`src/design/assert_macros.svh`:
```
// Assertion macros shared by the crop, mirror and normalise unit.
// Included by the modules that carry concurrent checks; no other dependencies.
`ifndef ASSERT_MACROS_SVH
`define ASSERT_MACROS_SVH
`ifndef ASSERT_OFF
// Check on every clock edge outside reset
`define ICMN_ASSERT(lbl, prop, msg) \
    lbl: assert property (@(posedge clk) disable iff (!rst_n) prop) else $error(msg);
// Check on every clock edge, reset included
`define ICMN_ASSERT_RST(lbl, prop, msg) \
    lbl: assert property (@(posedge clk) prop) else $error(msg);
`else
`define ICMN_ASSERT(lbl, prop, msg)
`define ICMN_ASSERT_RST(lbl, prop, msg)
`endif
`endif

```
`src/design/icmn_pkg.sv`:
```
// Shared widths, register indexes and structs of the crop, mirror and normalise unit.
// No dependencies; imported by the interfaces and the modules.
package icmn_pkg;

    localparam int PIXEL_W      = 8;
    localparam int VALUE_W      = 33;
    localparam int INDEX_W      = 22;
    localparam int DIM_CFG_W    = 11;
    localparam int CHAN_CFG_W   = 3;
    localparam int ORIGIN_W     = 20;
    localparam int OFFSET_W     = 10;
    localparam int SCALE_W      = 24;
    localparam int MEAN_W       = 16;
    localparam int MEAN_LANES   = 4;
    localparam int DIFF_W       = 17;
    localparam int PROD_W       = DIFF_W + SCALE_W + 1;
    localparam int FRAC_DROP    = 8;
    localparam int CFG_DATA_W   = 64;
    localparam int CFG_INDEX_W  = 4;

    localparam int DEFAULT_MAX_DIM      = 1024;
    localparam int DEFAULT_MAX_CHANNELS = 4;

    localparam logic [SCALE_W-1:0] SCALE_RESET = SCALE_W'(65536);

    // Register indexes on the configuration channel
    typedef enum logic [CFG_INDEX_W-1:0] {
        REG_IMAGE_WIDTH   = 4'd0,
        REG_IMAGE_HEIGHT  = 4'd1,
        REG_CHANNEL_COUNT = 4'd2,
        REG_CROP_SIDE     = 4'd3,
        REG_CROP_ORIGIN   = 4'd4,
        REG_MIRROR_ENABLE = 4'd5,
        REG_SCALE_FACTOR  = 4'd6,
        REG_CHANNEL_MEANS = 4'd7
    } cfg_index_t;

    // Raw configuration registers as written by software
    typedef struct packed {
        logic [DIM_CFG_W-1:0]                image_width;
        logic [DIM_CFG_W-1:0]                image_height;
        logic [CHAN_CFG_W-1:0]               channel_count;
        logic [DIM_CFG_W-1:0]                crop_side;
        logic [ORIGIN_W-1:0]                 crop_origin;
        logic                                mirror_enable;
        logic [SCALE_W-1:0]                  scale_factor;
        logic [MEAN_LANES-1:0][MEAN_W-1:0]   channel_means;
    } cfg_regs_t;

    // Kept pixel on its way from the position stage to the scaling stage
    typedef struct packed {
        logic signed [DIFF_W-1:0] diff;
        logic [INDEX_W-1:0]       dest_index;
        logic                     last_of_image;
    } stage_t;

endpackage

```
`src/design/icmn_if.sv`:
```
// Channel interfaces of the crop, mirror and normalise unit: pixels, results, register writes.
// Depends on icmn_pkg for the payload widths.
interface icmn_pixel_if
    import icmn_pkg::*;
();
    logic               valid;
    logic               ready;
    logic [PIXEL_W-1:0] pixel;
    logic               first_of_image;

    modport source (output valid, output pixel, output first_of_image, input ready);
    modport sink   (input valid, input pixel, input first_of_image, output ready);
endinterface

interface icmn_result_if
    import icmn_pkg::*;
();
    logic                      valid;
    logic                      ready;
    logic signed [VALUE_W-1:0] value;
    logic [INDEX_W-1:0]        dest_index;
    logic                      last_of_image;

    modport source (output valid, output value, output dest_index, output last_of_image,
                    input ready);
    modport sink   (input valid, input value, input dest_index, input last_of_image,
                    output ready);
endinterface

interface icmn_cfg_if
    import icmn_pkg::*;
();
    logic                   valid;
    logic                   ready;
    logic [CFG_INDEX_W-1:0] index;
    logic [CFG_DATA_W-1:0]  data;

    modport source (output valid, output index, output data, input ready);
    modport sink   (input valid, input index, input data, output ready);
endinterface

```
`src/design/icmn_cfg_regs.sv`:
```
// Configuration register file of the crop, mirror and normalise unit.
// Depends on icmn_pkg and the icmn_cfg_if interface.
module icmn_cfg_regs
    import icmn_pkg::*;
(
    input  logic             clk,
    input  logic             rst_n,
    icmn_cfg_if.sink         cfg,
    output cfg_regs_t        regs
);

    cfg_regs_t regs_reg;
    cfg_regs_t regs_next;

    // Always take a write transfer
    assign cfg.ready = 1'b1;
    assign regs      = regs_reg;

    // Decode the register index; unknown indexes are dropped
    always_comb
    begin
        regs_next = regs_reg;
        if (cfg.valid)
        begin
            case (cfg_index_t'(cfg.index))
                REG_IMAGE_WIDTH:   regs_next.image_width   = cfg.data[DIM_CFG_W-1:0];
                REG_IMAGE_HEIGHT:  regs_next.image_height  = cfg.data[DIM_CFG_W-1:0];
                REG_CHANNEL_COUNT: regs_next.channel_count = cfg.data[CHAN_CFG_W-1:0];
                REG_CROP_SIDE:     regs_next.crop_side     = cfg.data[DIM_CFG_W-1:0];
                REG_CROP_ORIGIN:   regs_next.crop_origin   = cfg.data[ORIGIN_W-1:0];
                REG_MIRROR_ENABLE: regs_next.mirror_enable = cfg.data[0];
                REG_SCALE_FACTOR:  regs_next.scale_factor  = cfg.data[SCALE_W-1:0];
                REG_CHANNEL_MEANS: regs_next.channel_means = cfg.data;
                default:           regs_next = regs_reg;
            endcase
        end
    end

    always_ff @(posedge clk or negedge rst_n)
    begin
        if (!rst_n)
        begin
            regs_reg.image_width   <= DIM_CFG_W'(1);
            regs_reg.image_height  <= DIM_CFG_W'(1);
            regs_reg.channel_count <= CHAN_CFG_W'(1);
            regs_reg.crop_side     <= '0;
            regs_reg.crop_origin   <= '0;
            regs_reg.mirror_enable <= 1'b0;
            regs_reg.scale_factor  <= SCALE_RESET;
            regs_reg.channel_means <= '0;
        end
        else
        begin
            regs_reg <= regs_next;
        end
    end

endmodule

```
`src/design/icmn_position.sv`:
```
// Position stage: channel/row/column counters, crop window test, mirrored index,
// last flag and mean subtraction, held in the stage register.
// Depends on icmn_pkg, icmn_pixel_if and assert_macros.svh.
`include "assert_macros.svh"
module icmn_position
    import icmn_pkg::*;
#(
    parameter int MAX_DIM      = DEFAULT_MAX_DIM,
    parameter int MAX_CHANNELS = DEFAULT_MAX_CHANNELS
)
(
    input  logic         clk,
    input  logic         rst_n,
    icmn_pixel_if.sink   pixels,
    input  cfg_regs_t    regs,
    output logic         stage_valid,
    input  logic         stage_ready,
    output stage_t       stage
);

    localparam int DW  = $clog2(MAX_DIM);
    localparam int EW  = $clog2(MAX_DIM + 1);
    localparam int XW  = (EW > DIM_CFG_W) ? EW : DIM_CFG_W;
    localparam int OW  = (EW > OFFSET_W) ? EW : OFFSET_W;
    localparam int CHW = (MAX_CHANNELS > 1) ? $clog2(MAX_CHANNELS) : 1;
    localparam int CNW = $clog2(MAX_CHANNELS + 1);
    localparam int SELW = $clog2(MEAN_LANES);

    logic [CHW-1:0]     chan_pos_reg, chan_pos_next;
    logic [DW-1:0]      row_pos_reg, row_pos_next;
    logic [DW-1:0]      col_pos_reg, col_pos_next;
    logic [INDEX_W-1:0] out_pos_reg, out_pos_next;
    logic               stage_valid_reg, stage_valid_next;
    stage_t             stage_reg, stage_next;

    logic [XW-1:0]      width_x, height_x, side_x;
    logic [EW-1:0]      w_eff, h_eff, side_min, sw, sh;
    logic [CNW-1:0]     c_eff;
    logic [OW-1:0]      row_field, col_field, row_lim, col_lim;
    logic [EW-1:0]      roff, coff;
    logic               crop_on;

    logic [CHW-1:0]     chan;
    logic [DW-1:0]      row, col;
    logic [INDEX_W-1:0] out_base;
    logic [EW-1:0]      row_e, col_e, rrel, wrel;
    logic               keep, last, accept;
    logic               col_wrap, row_wrap, chan_wrap, image_end;
    logic [INDEX_W-1:0] idx;
    logic [SELW-1:0]    mean_sel;
    logic [MEAN_W-1:0]  mean;
    logic signed [DIFF_W-1:0] diff;

    // Effective image geometry from the raw registers
    always_comb
    begin
        width_x  = XW'(regs.image_width);
        height_x = XW'(regs.image_height);
        side_x   = XW'(regs.crop_side);

        if (width_x == '0)
            w_eff = EW'(1);
        else if (width_x > XW'(MAX_DIM))
            w_eff = EW'(MAX_DIM);
        else
            w_eff = EW'(width_x);

        if (height_x == '0)
            h_eff = EW'(1);
        else if (height_x > XW'(MAX_DIM))
            h_eff = EW'(MAX_DIM);
        else
            h_eff = EW'(height_x);

        if (regs.channel_count == '0)
            c_eff = CNW'(1);
        else if (regs.channel_count > CHAN_CFG_W'(MAX_CHANNELS))
            c_eff = CNW'(MAX_CHANNELS);
        else
            c_eff = CNW'(regs.channel_count);

        crop_on  = (regs.crop_side != '0);
        side_min = (side_x > XW'(w_eff)) ? w_eff : EW'(side_x);
        if (side_min > h_eff)
            side_min = h_eff;
        sw = crop_on ? side_min : w_eff;
        sh = crop_on ? side_min : h_eff;

        // Keep the window inside the image
        row_field = OW'(regs.crop_origin[2*OFFSET_W-1:OFFSET_W]);
        col_field = OW'(regs.crop_origin[OFFSET_W-1:0]);
        row_lim   = OW'(h_eff - side_min);
        col_lim   = OW'(w_eff - side_min);
        roff      = crop_on ? EW'((row_field > row_lim) ? row_lim : row_field) : '0;
        coff      = crop_on ? EW'((col_field > col_lim) ? col_lim : col_field) : '0;
    end

    // Position of this pixel, restarted by a first-of-image mark
    always_comb
    begin
        chan     = pixels.first_of_image ? '0 : chan_pos_reg;
        row      = pixels.first_of_image ? '0 : row_pos_reg;
        col      = pixels.first_of_image ? '0 : col_pos_reg;
        out_base = pixels.first_of_image ? '0 : out_pos_reg;

        row_e = EW'(row);
        col_e = EW'(col);
        rrel  = row_e - roff;
        wrel  = col_e - coff;

        keep = (CNW'(chan) < c_eff) && (row_e >= roff) && (rrel < sh)
               && (col_e >= coff) && (wrel < sw);
        last = (CNW'(chan) == c_eff - CNW'(1)) && (rrel == sh - EW'(1))
               && (wrel == sw - EW'(1));

        // Mirror: out_pos - wrel + (sw - 1 - wrel), modulo the index width
        if (regs.mirror_enable)
            idx = out_base + INDEX_W'(sw) - INDEX_W'(1) - (INDEX_W'(wrel) << 1);
        else
            idx = out_base;

        mean_sel = SELW'(chan);
        mean     = regs.channel_means[mean_sel];
        diff     = $signed({1'b0, pixels.pixel, 8'b0}) - $signed({1'b0, mean});
    end

    // Advance the counters, wrapping at the end of row, plane and image
    always_comb
    begin
        col_wrap  = (col_e + EW'(1)) >= w_eff;
        row_wrap  = (row_e + EW'(1)) >= h_eff;
        chan_wrap = (CNW'(chan) + CNW'(1)) >= c_eff;
        image_end = col_wrap && row_wrap && chan_wrap;

        col_pos_next  = col_wrap ? '0 : DW'(col_e + EW'(1));
        row_pos_next  = row;
        chan_pos_next = chan;
        if (col_wrap)
        begin
            row_pos_next = row_wrap ? '0 : DW'(row_e + EW'(1));
            if (row_wrap)
                chan_pos_next = chan_wrap ? '0 : CHW'(CNW'(chan) + CNW'(1));
        end

        out_pos_next = image_end ? '0 : (out_base + INDEX_W'(keep));
    end

    // Stage register: take a transfer when empty or draining
    assign pixels.ready = !stage_valid_reg || stage_ready;
    assign accept       = pixels.valid && pixels.ready;

    always_comb
    begin
        stage_valid_next = stage_valid_reg;
        stage_next       = stage_reg;
        if (accept)
        begin
            stage_valid_next         = keep;
            stage_next.diff          = diff;
            stage_next.dest_index    = idx;
            stage_next.last_of_image = last;
        end
        else if (stage_ready)
        begin
            stage_valid_next = 1'b0;
        end
    end

    always_ff @(posedge clk or negedge rst_n)
    begin
        if (!rst_n)
        begin
            chan_pos_reg    <= '0;
            row_pos_reg     <= '0;
            col_pos_reg     <= '0;
            out_pos_reg     <= '0;
            stage_valid_reg <= 1'b0;
        end
        else
        begin
            stage_valid_reg <= stage_valid_next;
            if (accept)
            begin
                chan_pos_reg <= chan_pos_next;
                row_pos_reg  <= row_pos_next;
                col_pos_reg  <= col_pos_next;
                out_pos_reg  <= out_pos_next;
            end
        end
    end

    // Payload needs no reset
    always_ff @(posedge clk)
    begin
        stage_reg <= stage_next;
    end

    assign stage_valid = stage_valid_reg;
    assign stage       = stage_reg;

    `ICMN_ASSERT(a_stage_hold, stage_valid_reg && !stage_ready |=> stage_valid_reg && $stable(stage_reg), "stalled stage item changed")
    `ICMN_ASSERT(a_first_restart, accept && pixels.first_of_image && !image_end |=> out_pos_reg == INDEX_W'($past(keep)), "first-of-image did not restart the output count")

endmodule

```
`src/design/icmn_scale.sv`:
```
// Scaling stage: multiplies the mean-subtracted pixel by the Q8.16 scale and
// holds the result in the output register. Depends on icmn_pkg, icmn_result_if
// and assert_macros.svh.
`include "assert_macros.svh"
module icmn_scale
    import icmn_pkg::*;
(
    input  logic                 clk,
    input  logic                 rst_n,
    input  logic                 stage_valid,
    output logic                 stage_ready,
    input  stage_t               stage,
    input  logic [SCALE_W-1:0]   scale_factor,
    icmn_result_if.source        results
);

    logic                      res_valid_reg, res_valid_next;
    logic signed [VALUE_W-1:0] value_reg, value_next;
    logic [INDEX_W-1:0]        index_reg;
    logic                      last_reg;
    logic signed [PROD_W-1:0]  prod;
    logic                      take;

    // Product fits in PROD_W-1 bits; dropping 8 fraction bits floors it
    assign prod       = PROD_W'(stage.diff) * $signed({1'b0, scale_factor});
    assign value_next = prod[VALUE_W+FRAC_DROP-1:FRAC_DROP];

    // Output register: take a transfer when empty or being read
    assign stage_ready = !res_valid_reg || results.ready;
    assign take        = stage_valid && stage_ready;

    always_comb
    begin
        res_valid_next = res_valid_reg;
        if (take)
            res_valid_next = 1'b1;
        else if (results.ready)
            res_valid_next = 1'b0;
    end

    always_ff @(posedge clk or negedge rst_n)
    begin
        if (!rst_n)
            res_valid_reg <= 1'b0;
        else
            res_valid_reg <= res_valid_next;
    end

    // Payload needs no reset
    always_ff @(posedge clk)
    begin
        if (take)
        begin
            value_reg <= value_next;
            index_reg <= stage.dest_index;
            last_reg  <= stage.last_of_image;
        end
    end

    assign results.valid         = res_valid_reg;
    assign results.value         = value_reg;
    assign results.dest_index    = index_reg;
    assign results.last_of_image = last_reg;

    `ICMN_ASSERT(a_stage_lands, stage_valid && stage_ready |=> res_valid_reg, "stage transfer did not reach the output register")
    `ICMN_ASSERT_RST(a_reset_empty, !rst_n |-> !res_valid_reg, "output valid during reset")

endmodule

```
`src/design/image_crop_mirror_normalize_unit.sv`:
```
// Top level of the crop, mirror and normalise unit: register file, position stage,
// scaling stage. Depends on icmn_pkg, icmn_if and the icmn_* modules.
//
//  port     | dir  | payload                                  | transfer when
//  ---------+------+------------------------------------------+-----------------
//  pixels   | sink | pixel[7:0], first_of_image               | valid && ready
//  results  | src  | value[32:0] signed, dest_index[21:0],    | valid && ready
//           |      | last_of_image                            |
//  cfg      | sink | index[3:0], data[63:0]                   | valid (ready = 1)
//
// One pixel per cycle while results are read. Registers: the position stage register
// (counters, crop test, index, mean subtraction) and the output register after the
// 17 x 25 bit scaling multiply. Pixels outside the crop window are dropped at the
// position stage. A stalled output holds the result; each stage refills as it drains.
// Reset clears counters, valid flags and registers to their defaults; no clearing pass.
module image_crop_mirror_normalize_unit
    import icmn_pkg::*;
#(
    parameter int MAX_DIM      = DEFAULT_MAX_DIM,
    parameter int MAX_CHANNELS = DEFAULT_MAX_CHANNELS
)
(
    input  logic            clk,
    input  logic            rst_n,
    icmn_pixel_if.sink      pixels,
    icmn_result_if.source   results,
    icmn_cfg_if.sink        cfg
);

    cfg_regs_t regs;
    logic      stage_valid;
    logic      stage_ready;
    stage_t    stage;

    // Hold the configuration registers
    icmn_cfg_regs u_cfg_regs (
        .clk   (clk),
        .rst_n (rst_n),
        .cfg   (cfg),
        .regs  (regs)
    );

    // Track position, crop and mirror
    icmn_position #(
        .MAX_DIM      (MAX_DIM),
        .MAX_CHANNELS (MAX_CHANNELS)
    ) u_position (
        .clk         (clk),
        .rst_n       (rst_n),
        .pixels      (pixels),
        .regs        (regs),
        .stage_valid (stage_valid),
        .stage_ready (stage_ready),
        .stage       (stage)
    );

    // Scale and register the result
    icmn_scale u_scale (
        .clk          (clk),
        .rst_n        (rst_n),
        .stage_valid  (stage_valid),
        .stage_ready  (stage_ready),
        .stage        (stage),
        .scale_factor (regs.scale_factor),
        .results      (results)
    );

endmodule
```
`src/flat_wrapper.sv`:
```
// flat-port wrapper written by rule: the top's interface ports become plain ports
module image_crop_mirror_normalize_unit_flat import icmn_pkg::*;
#(
    parameter int MAX_DIM      = DEFAULT_MAX_DIM,
    parameter int MAX_CHANNELS = DEFAULT_MAX_CHANNELS
)
  (clk, rst_n, pixels_valid, pixels_pixel, pixels_first_of_image, pixels_ready, results_valid, results_value, results_dest_index, results_last_of_image, results_ready, cfg_valid, cfg_index, cfg_data, cfg_ready);
  icmn_pixel_if pixels_i ();
  icmn_result_if results_i ();
  icmn_cfg_if cfg_i ();
  input  logic clk;
  input  logic rst_n;
  input wire logic [$bits(pixels_i.valid)-1:0] pixels_valid;
  input wire logic [$bits(pixels_i.pixel)-1:0] pixels_pixel;
  input wire logic [$bits(pixels_i.first_of_image)-1:0] pixels_first_of_image;
  output wire logic [$bits(pixels_i.ready)-1:0] pixels_ready;
  output wire logic [$bits(results_i.valid)-1:0] results_valid;
  output wire logic [$bits(results_i.value)-1:0] results_value;
  output wire logic [$bits(results_i.dest_index)-1:0] results_dest_index;
  output wire logic [$bits(results_i.last_of_image)-1:0] results_last_of_image;
  input wire logic [$bits(results_i.ready)-1:0] results_ready;
  input wire logic [$bits(cfg_i.valid)-1:0] cfg_valid;
  input wire logic [$bits(cfg_i.index)-1:0] cfg_index;
  input wire logic [$bits(cfg_i.data)-1:0] cfg_data;
  output wire logic [$bits(cfg_i.ready)-1:0] cfg_ready;
  assign pixels_i.valid = pixels_valid;
  assign pixels_i.pixel = pixels_pixel;
  assign pixels_i.first_of_image = pixels_first_of_image;
  assign pixels_ready = pixels_i.ready;
  assign results_valid = results_i.valid;
  assign results_value = results_i.value;
  assign results_dest_index = results_i.dest_index;
  assign results_last_of_image = results_i.last_of_image;
  assign results_i.ready = results_ready;
  assign cfg_i.valid = cfg_valid;
  assign cfg_i.index = cfg_index;
  assign cfg_i.data = cfg_data;
  assign cfg_ready = cfg_i.ready;
  image_crop_mirror_normalize_unit #(.MAX_DIM(MAX_DIM), .MAX_CHANNELS(MAX_CHANNELS)) u_core (.clk(clk), .rst_n(rst_n), .pixels(pixels_i), .results(results_i), .cfg(cfg_i));
endmodule
```
`config.mk`:
```
export PLATFORM = sky130hd
export DESIGN_NAME = image_crop_mirror_normalize_unit_flat
export DESIGN_NICKNAME = d
export VERILOG_FILES = /design/src/design/icmn_pkg.sv /design/src/design/icmn_if.sv /design/src/design/icmn_cfg_regs.sv /design/src/design/icmn_position.sv /design/src/design/icmn_scale.sv /design/src/design/image_crop_mirror_normalize_unit.sv /design/src/flat_wrapper.sv
export VERILOG_INCLUDE_DIRS = /design/src /design/src/design
export SDC_FILE = /design/constraint.sdc
export NUM_CORES = 2
export LEC_CHECK = 0
export ABC_AREA = 1
export BUFFER_PORTS_ARGS = -buffer_cell sky130_fd_sc_hd__buf_2
export CELL_PAD_IN_SITES_DETAIL_PLACEMENT = 1
export CELL_PAD_IN_SITES_GLOBAL_PLACEMENT = 2
export CORE_AREA = 5 5 234 407
export CTS_BUF_LIST = sky130_fd_sc_hd__clkbuf_8
export DETAILED_ROUTE_END_ITERATION = 7
export DIE_AREA = 0 0 239 412
export PLACE_DENSITY_LB_ADDON = 0.1
export SLEW_MARGIN = 20
export SYNTH_ARGS = -nofsm -noshare
export SYNTH_HDL_FRONTEND = slang
export SYNTH_SLANG_ARGS = --single-unit
```
`constraint.sdc`:
```
create_clock -name clk -period 10.6 [get_ports clk]
set_input_delay 2.12 -clock clk [delete_from_list [all_inputs] [get_ports clk]]
set_output_delay 2.12 -clock clk [all_outputs]
set_load 0.02 [all_outputs]
```
* Yosys cells after proc, flatten, opt, wreduce, memory -nomap -nowiden
Index checks and enable logic that the tools add are counted.
Word-level totals: RAM bits 0, bits in read-only memories 0, output and inout port bits 59, logic and storage cells 126, latch bits 0, bits of input ports 82, memories kept 0, register bits 287
Operators by class: reduce and logical (&&, ||, !) cells 29, magnitude comparators 16, mux-type cells 32, multiply operators 1, eq/ne operators 10, bitwise operators 0, divide/modulo/power cells 0, add/sub/neg operators 15, shift operators 0
Operators with widths (number):
- $mux 11 | 12
- $mux 22 | 3
- $mux 10 | 5
- $mul 17x25->41 | 1
- $bmux 16 s2 | 1
- $add 10x1->11 const B | 2
- $add 22x1->22 | 1
- $add 22x11->22 | 1
- $eq 11x11->1 | 2
- $ge 10x11->1 | 2
- $ge 11x11->1 | 2
- $gt 10x11->1 | 2
- $gt 11x11->1 | 2
- $gt 11x11->1 const B | 2
- $logic_not 11->1 | 2
- $lt 11x11->1 | 2
- $sub 10x11->11 | 2
- $sub 11x1->11 const B | 2
- $sub 11x11->11 | 2
- $sub 22x1->22 const B | 1
- $sub 22x12->22 | 1
- $sub 16x16->17 | 1
- $eq 4x3->1 const B | 4
- $mux 16 | 1
- other kinds (20) | 47

* Depth between registers and ports, before layout
word-level depth 18, depth in mapped cells 79, depth with buffers taken out 78

* Modules after synthesis
A second synthesis with hierarchy kept.
Second synthesis, totals: cell total of the unflattened synthesis 4440, area, all modules 34101.5 µm²
Modules (own cells, without submodules):
- icmn_scale | area an instance 15971.6 µm², cells each 2015, times used 1, seq. area each 1706.6 µm²
- icmn_position | area an instance 12293.0 µm², cells each 1758, times used 1, seq. area each 2327.2 µm²
- icmn_cfg_regs | area an instance 5836.8 µm², cells each 667, times used 1, seq. area each 3633.5 µm²

* Least setup slack after synthesis
No wires, ideal clock.
path type flip-flop to flip-flop, start point reg u_core.u_cfg_regs.regs_reg, in the netlist u_core.u_cfg_regs.regs[139], end point reg u_core.u_position.out_pos_reg[20], setup time 0.128 ns, slack 0.132 ns, clock period less this slack 10.468 ns, arrival 10.340 ns, buffers on the path 2, cell stages (with the launch flop) 75, required time 10.472 ns, cell sequence dfrtp_1 nor2_1 nand3_1 o21bai_4 inv_1 nor2_1 inv_1 ha_1 nand2_1 inv_2 nand2_2 nor2_4 nand4_4 nand2_2 buf_6 nand2_1 and2_1 ha_1 [39 not listed] o2111ai_1 nor3_1 ha_1 ha_1 nand3_1 nor2_1 nand2_1 nor3_2 nand3_1 inv_1 nand2_1 nor2_1 nand3_1 nor2_1 nand2_1 xor2_1 nand3_1 o21ai_1
On the way: word-level cells in the longest chain between the ends 18, elaborated cells between the ends (all ways) 33, those cells by class add/sub: 5; order compare: 10; mux: 11; reduce/logical: 7
Ends and longest elaborated chain:
- start, declared | line icmn_cfg_regs.sv:12 | cfg_regs_t regs_reg;
- start signal, assigned | line icmn_cfg_regs.sv:54 | regs_reg <= regs_next;
- $gt 11x11->1 | line icmn_position.sv:63 | else if (width_x > XW'(MAX_DIM))
- $mux 11 | line icmn_position.sv:63
- $mux 11 (*) | line icmn_position.sv:61 | if (width_x == '0)
- $gt 11x11->1 | line icmn_position.sv:83 | side_min = (side_x > XW'(w_eff)) ? w_eff : EW'(side_x);
- $mux 11 | line icmn_position.sv:83
- $gt 11x11->1 | line icmn_position.sv:84 | if (side_min > h_eff)
- $mux 11 | line icmn_position.sv:84
- $sub 11x11->11 | line icmn_position.sv:92 | row_lim = OW'(h_eff - side_min);
- $gt 10x11->1 | line icmn_position.sv:94 | roff = crop_on ? EW'((row_field > row_lim) ? row_lim : row_field) : '0;
- $mux 11 (2 in a row) | line icmn_position.sv:94
- $sub 10x11->11 / $ge 10x11->1 (equally long branches) | line icmn_position.sv:108, icmn_position.sv:111
- $lt 11x11->1 / $logic_and 1x1->1 (equally long branches) | line icmn_position.sv:111 | keep = (CNW'(chan) < c_eff) && (row_e >= roff) && (rrel < sh)
- $logic_and 1x1->1 | line icmn_position.sv:111
- $logic_and 1x1->1 (2 in a row) | line icmn_position.sv:112 | && (col_e >= coff) && (wrel < sw);
- $add 22x1->22 | line icmn_position.sv:145 | out_pos_next = image_end ? '0 : (out_base + INDEX_W'(keep));
- $mux 22 (*) | line icmn_position.sv:145
- end signal, assigned | line icmn_position.sv:187 | out_pos_reg <= out_pos_next;
- end, declared | line icmn_position.sv:32 | logic [INDEX_W-1:0] out_pos_reg, out_pos_next;
Mark *: on every way between the ends. The rest lies on a longest branch, timed or not. A chain may end at the register's enable or synchronous reset.

* Worst setup path in the final report
start point reg u_core.u_cfg_regs.regs_reg, in the netlist u_core.u_cfg_regs.regs[137], end point reg u_core.u_position.out_pos_reg[19]
Same word-level chain as after synthesis.

==> reports/qor.csv <==
stage;metric;value;unit
outcome;status;completed;
setup_path;arrival;10.71;ns
timing;fin_crit_sh;95.9;%
run;drv_cap;0;
cts;cts-root-buf;clkbuf_8;
min_path;holdCritPathClass;flop to flop;
route;dr.first_iter.drc_count;883;
logic_synthesis;yosysWarningCount;0;
timing;setup_ws;0.431;ns
final_layout;finalCoreUtilization;42.7;%
placed_design;routabilityCongestion;0.864;
setup_path;crit_path_top_delay_cell;fa_2;
global_route;grt_start_max_net_pins;89;
placed_design;post-dp-hpwl;94.9;mm
logic_synthesis;yosys_register_bits;287;
timing;hold_viol;0;
global_route;grt_usage;23.6;%
final_layout;fillCellCount;11000;
global_route;overflow;0;
placed_design;port_buffers;139;
logic_synthesis;ys_async_sr_fraction;66.6;%
cts;path_clk_slew;0.07;ns
route;vias_per_cell;4.95;
setup_path;cpPeakStageDelay;0.43;ns
setup_path;path_class;flop to flop;
timing;maxSlewHeadroom;26.0;%
logic_synthesis;syn_nets;4780;
cts;hold_buffers;0;
die;core_area;0.0914;mm²
cts;cts_tree;built;
logic_synthesis;synth_edf_count;96;
die;die_y;412;µm
timing;clock_skew;0.0617;ns
final_layout;area_delta_synth_final;19.6;%
timing;grt_setup_unrepaired;yes;
logic_synthesis;syn_avg_cell_area;8.07;µm²
cts;htree_levels;2;
route;wl_per_cell;21.0;µm
final_layout;largest_reg_flops;145;
cts;cts_buffers;51;
global_route;antenna_found_initial;2;
timing;hold_slack;0.415;ns
die;io_pins;141;
die;die_area;0.0985;mm²
logic_synthesis;ys_seq_area_share;23.5;%
timing;setup_violations;0;
timing;fmax;0.0983;GHz
die;die_width;239;µm
cts;cts_sinks;287;
final_layout;nets;5121;
die;start_util;35.7;%
route;vias;27800;
setup_path;critical_path_required;11.14;ns
setup_path;cp_max_fo;8;
route;drc;0;
timing;min_period;10.17;ns
logic_synthesis;syn-cell-area;0.0326;mm²
timing;worst_slew_pin_slew;1.11;ns
final_layout;drive_gt1_share;19.0;%
placed_design;place_ws;-0.558;ns
setup_path;cp-start-kind;flop;
logic_synthesis;syn_inst;4044;
cts;clk_latency;0.71;ns
final_layout;multi_input_area;0.0224;mm²
setup_path;endpoint_kind;flop;
logic_synthesis;synth_cell_types;63;
route;wl;118;mm
logic_synthesis;synth-main-ff-cell;dfrtp_1;
die;num_rows;147;
cts;ctsLongestPathBuffers;3;
global_route;grt_pass1_wl;178;mm
setup_path;cp_common_cell;nand2_2;
final_layout;sequential_cell_area;0.00767;mm²
route;dr.pass1.iters;5;
route;detail-route-antenna-nets;0;
timing;slew_violations;0;
global_route;first_global_vias;30700;
[cell usage in the layout (no fill, tap or decap), types with 33 or more instances in the layout]
| cell | n |
|---|---|
| nor2_1 | 162 |
| xnor2_1 | 34 |
| fa_1 | 339 |
| ha_4 | 38 |
| nand2_2 | 33 |
| nand2_1 | 926 |
| dfrtp_1 | 187 |
| xor2_1 | 86 |
| mux2_2 | 40 |
| o22ai_1 | 34 |
| buf_4 | 281 |
| nand3_1 | 140 |
| edfxtp_1 | 96 |
| buf_2 | 138 |
| clkbuf_8 | 56 |
| inv_1 | 835 |
| a21oi_1 | 140 |
| ha_1 | 270 |
| o21ai_0 | 189 |
[layer usage]
metal / vias to the layer above / GRT usage [%] / share of wire (%)
met5: - / 0 / 0
met4: 0 / 9.56 / 5.1
met3: 206 / 1.93 / 2.2
met2: 383 / 48.9 / 58
met1: 14000 / 23.6 / 35
li1: 13200 / - / -
[kinds of logic (layout without fill, tap and decap cells)]
group / after synthesis / count (layout) / share of synthesized area (%)
simple gates: 1424 / 1424 / 18.0
buf+inv: 994 / 1378 / 11.6
fa+ha+maj: 654 / 654 / 33.0
compound gates: 506 / 506 / 8.73
flops: 287 / 287 / 23.5
xor+xnor: 138 / 138 / 3.84
mux: 40 / 40 / 1.38
other cells: 1 / 2 / 0.0115
[Yosys cell counts, types with 3 or more instances]
| cell type | count | share of area (%) |
|---|---|---|
| or2_2 | 21 | 0.40 |
| a21boi_0 | 7 | 0.16 |
| nor2_2 | 4 | 0.077 |
| dfstp_2 | 4 | 0.32 |
| nand3b_1 | 6 | 0.14 |
| o21ai_1 | 8 | 0.12 |
| nand2_1 | 968 | 11 |
| o21ai_2 | 4 | 0.11 |
| nor4_1 | 5 | 0.096 |
| edfxtp_1 | 96 | 8.8 |
| and2_1 | 14 | 0.27 |
| xor2_1 | 96 | 2.6 |
| buf_6 | 4 | 0.14 |
| inv_2 | 3 | 0.035 |
| a21o_1 | 13 | 0.30 |
| o21a_1 | 4 | 0.092 |
| o211ai_1 | 7 | 0.16 |
| inv_1 | 843 | 9.7 |
| o21bai_1 | 6 | 0.14 |
| buf_2 | 9 | 0.14 |
| a31oi_1 | 6 | 0.12 |
| fa_1 | 343 | 21 |
| nor2_1 | 178 | 2.0 |
| mux2_2 | 40 | 1.4 |
| nand3_1 | 163 | 2.5 |
| a22oi_1 | 9 | 0.21 |
| nor3_1 | 25 | 0.38 |
| dfrtp_1 | 187 | 14 |
| a22o_1 | 3 | 0.081 |
| o221ai_1 | 6 | 0.16 |
| o22ai_1 | 34 | 0.65 |
| xnor2_1 | 37 | 0.99 |
| o21ai_0 | 207 | 3.2 |
| clkbuf_1 | 122 | 1.4 |
| nand4_1 | 19 | 0.36 |
| buf_1 | 9 | 0.10 |
| nand3_2 | 5 | 0.15 |
| a221oi_1 | 5 | 0.13 |
| a21oi_1 | 169 | 2.6 |
| nand2_2 | 7 | 0.13 |
| xor2_2 | 4 | 0.20 |
| o2111ai_1 | 3 | 0.081 |
| ha_1 | 311 | 12 |
[worst max-delay path, delay by kind of cell (launching register included)]
kind                     cells  cell delay [ns]
AO/OA/AOI/OAI               13             1.67
XOR/XNOR                     3             0.44
adder cells (fa/ha/maj)      9             2.57
buffers and inverters        8             0.82
flip-flops                   1             0.39
AND/OR/NAND/NOR             39             4.11
[final cells by class]
type | count | share of cell area (%)
diodes | 1 | 0.00641
clock buffers | 56 | 1.98
clock inverters | 40 | 1.18
inverters | 848 | 8.17
multi-input cells | 2763 | 57.5
flip-flops and latches | 287 | 19.6
well taps | 1192 | 3.82
repair buffers | 434 | 7.67
[metrics by stage]
| step | cell area (µm²) | TNS (ns) | cells |
|---|---|---|---|
| 6_report | 39000 | 0 | 5621 |
| 5_1_grt | 39000 | -2.05 | 5621 |
| 4_1_cts | 37800 | 0 | 5597 |
| 3_5_place_dp | 36200 | -3.81 | 5486 |
| 3_3_place_gp | 36200 | -0.822 | 5486 |
| 2_1_floorplan | 32600 | 0 | 4044 |
[path summary, 6_finish.rpt]
| check | from | end | slack, ns | depth (start not counted) |
|---|---|---|---|---|
| worst min register to register | u_core.u_position.stage[22]$_DFFE_PP_ | u_core.u_scale.results.dest_index[21]$_DFFE_PP_ | 0.42 | 0 |
| worst max register to register | u_core.u_cfg_regs.regs[137]$_DFFE_PN0P_ | u_core.u_position.out_pos_reg[19]$_DFFE_PN0P_ | 0.43 | 72 |
| worst max-delay path | u_core.u_cfg_regs.regs[137]$_DFFE_PN0P_ | u_core.u_position.out_pos_reg[19]$_DFFE_PN0P_ | 0.43 | 72 |
| worst min-delay path | u_core.u_position.stage[22]$_DFFE_PP_ | u_core.u_scale.results.dest_index[21]$_DFFE_PP_ | 0.42 | 0 |
| min in group asynchronous | rst_n | u_core.u_position.col_pos_reg[8]$_DFFE_PN0P_ | 1.37 | 1 |
| max in group asynchronous | rst_n | u_core.u_cfg_regs.regs[57]$_DFFE_PN0P_ | 7.43 | 3 |
[timing repair]
item                       4_1_cts  5_1_grt
resized for setup               75      198
buffers inserted                14       24
cloned                           1        0
setup endpoints to repair       17       27
pin swaps                       35      132
Power is not shown: default switching activity piles up to over one toggle a cycle in this logic, so the estimate is an artifact.
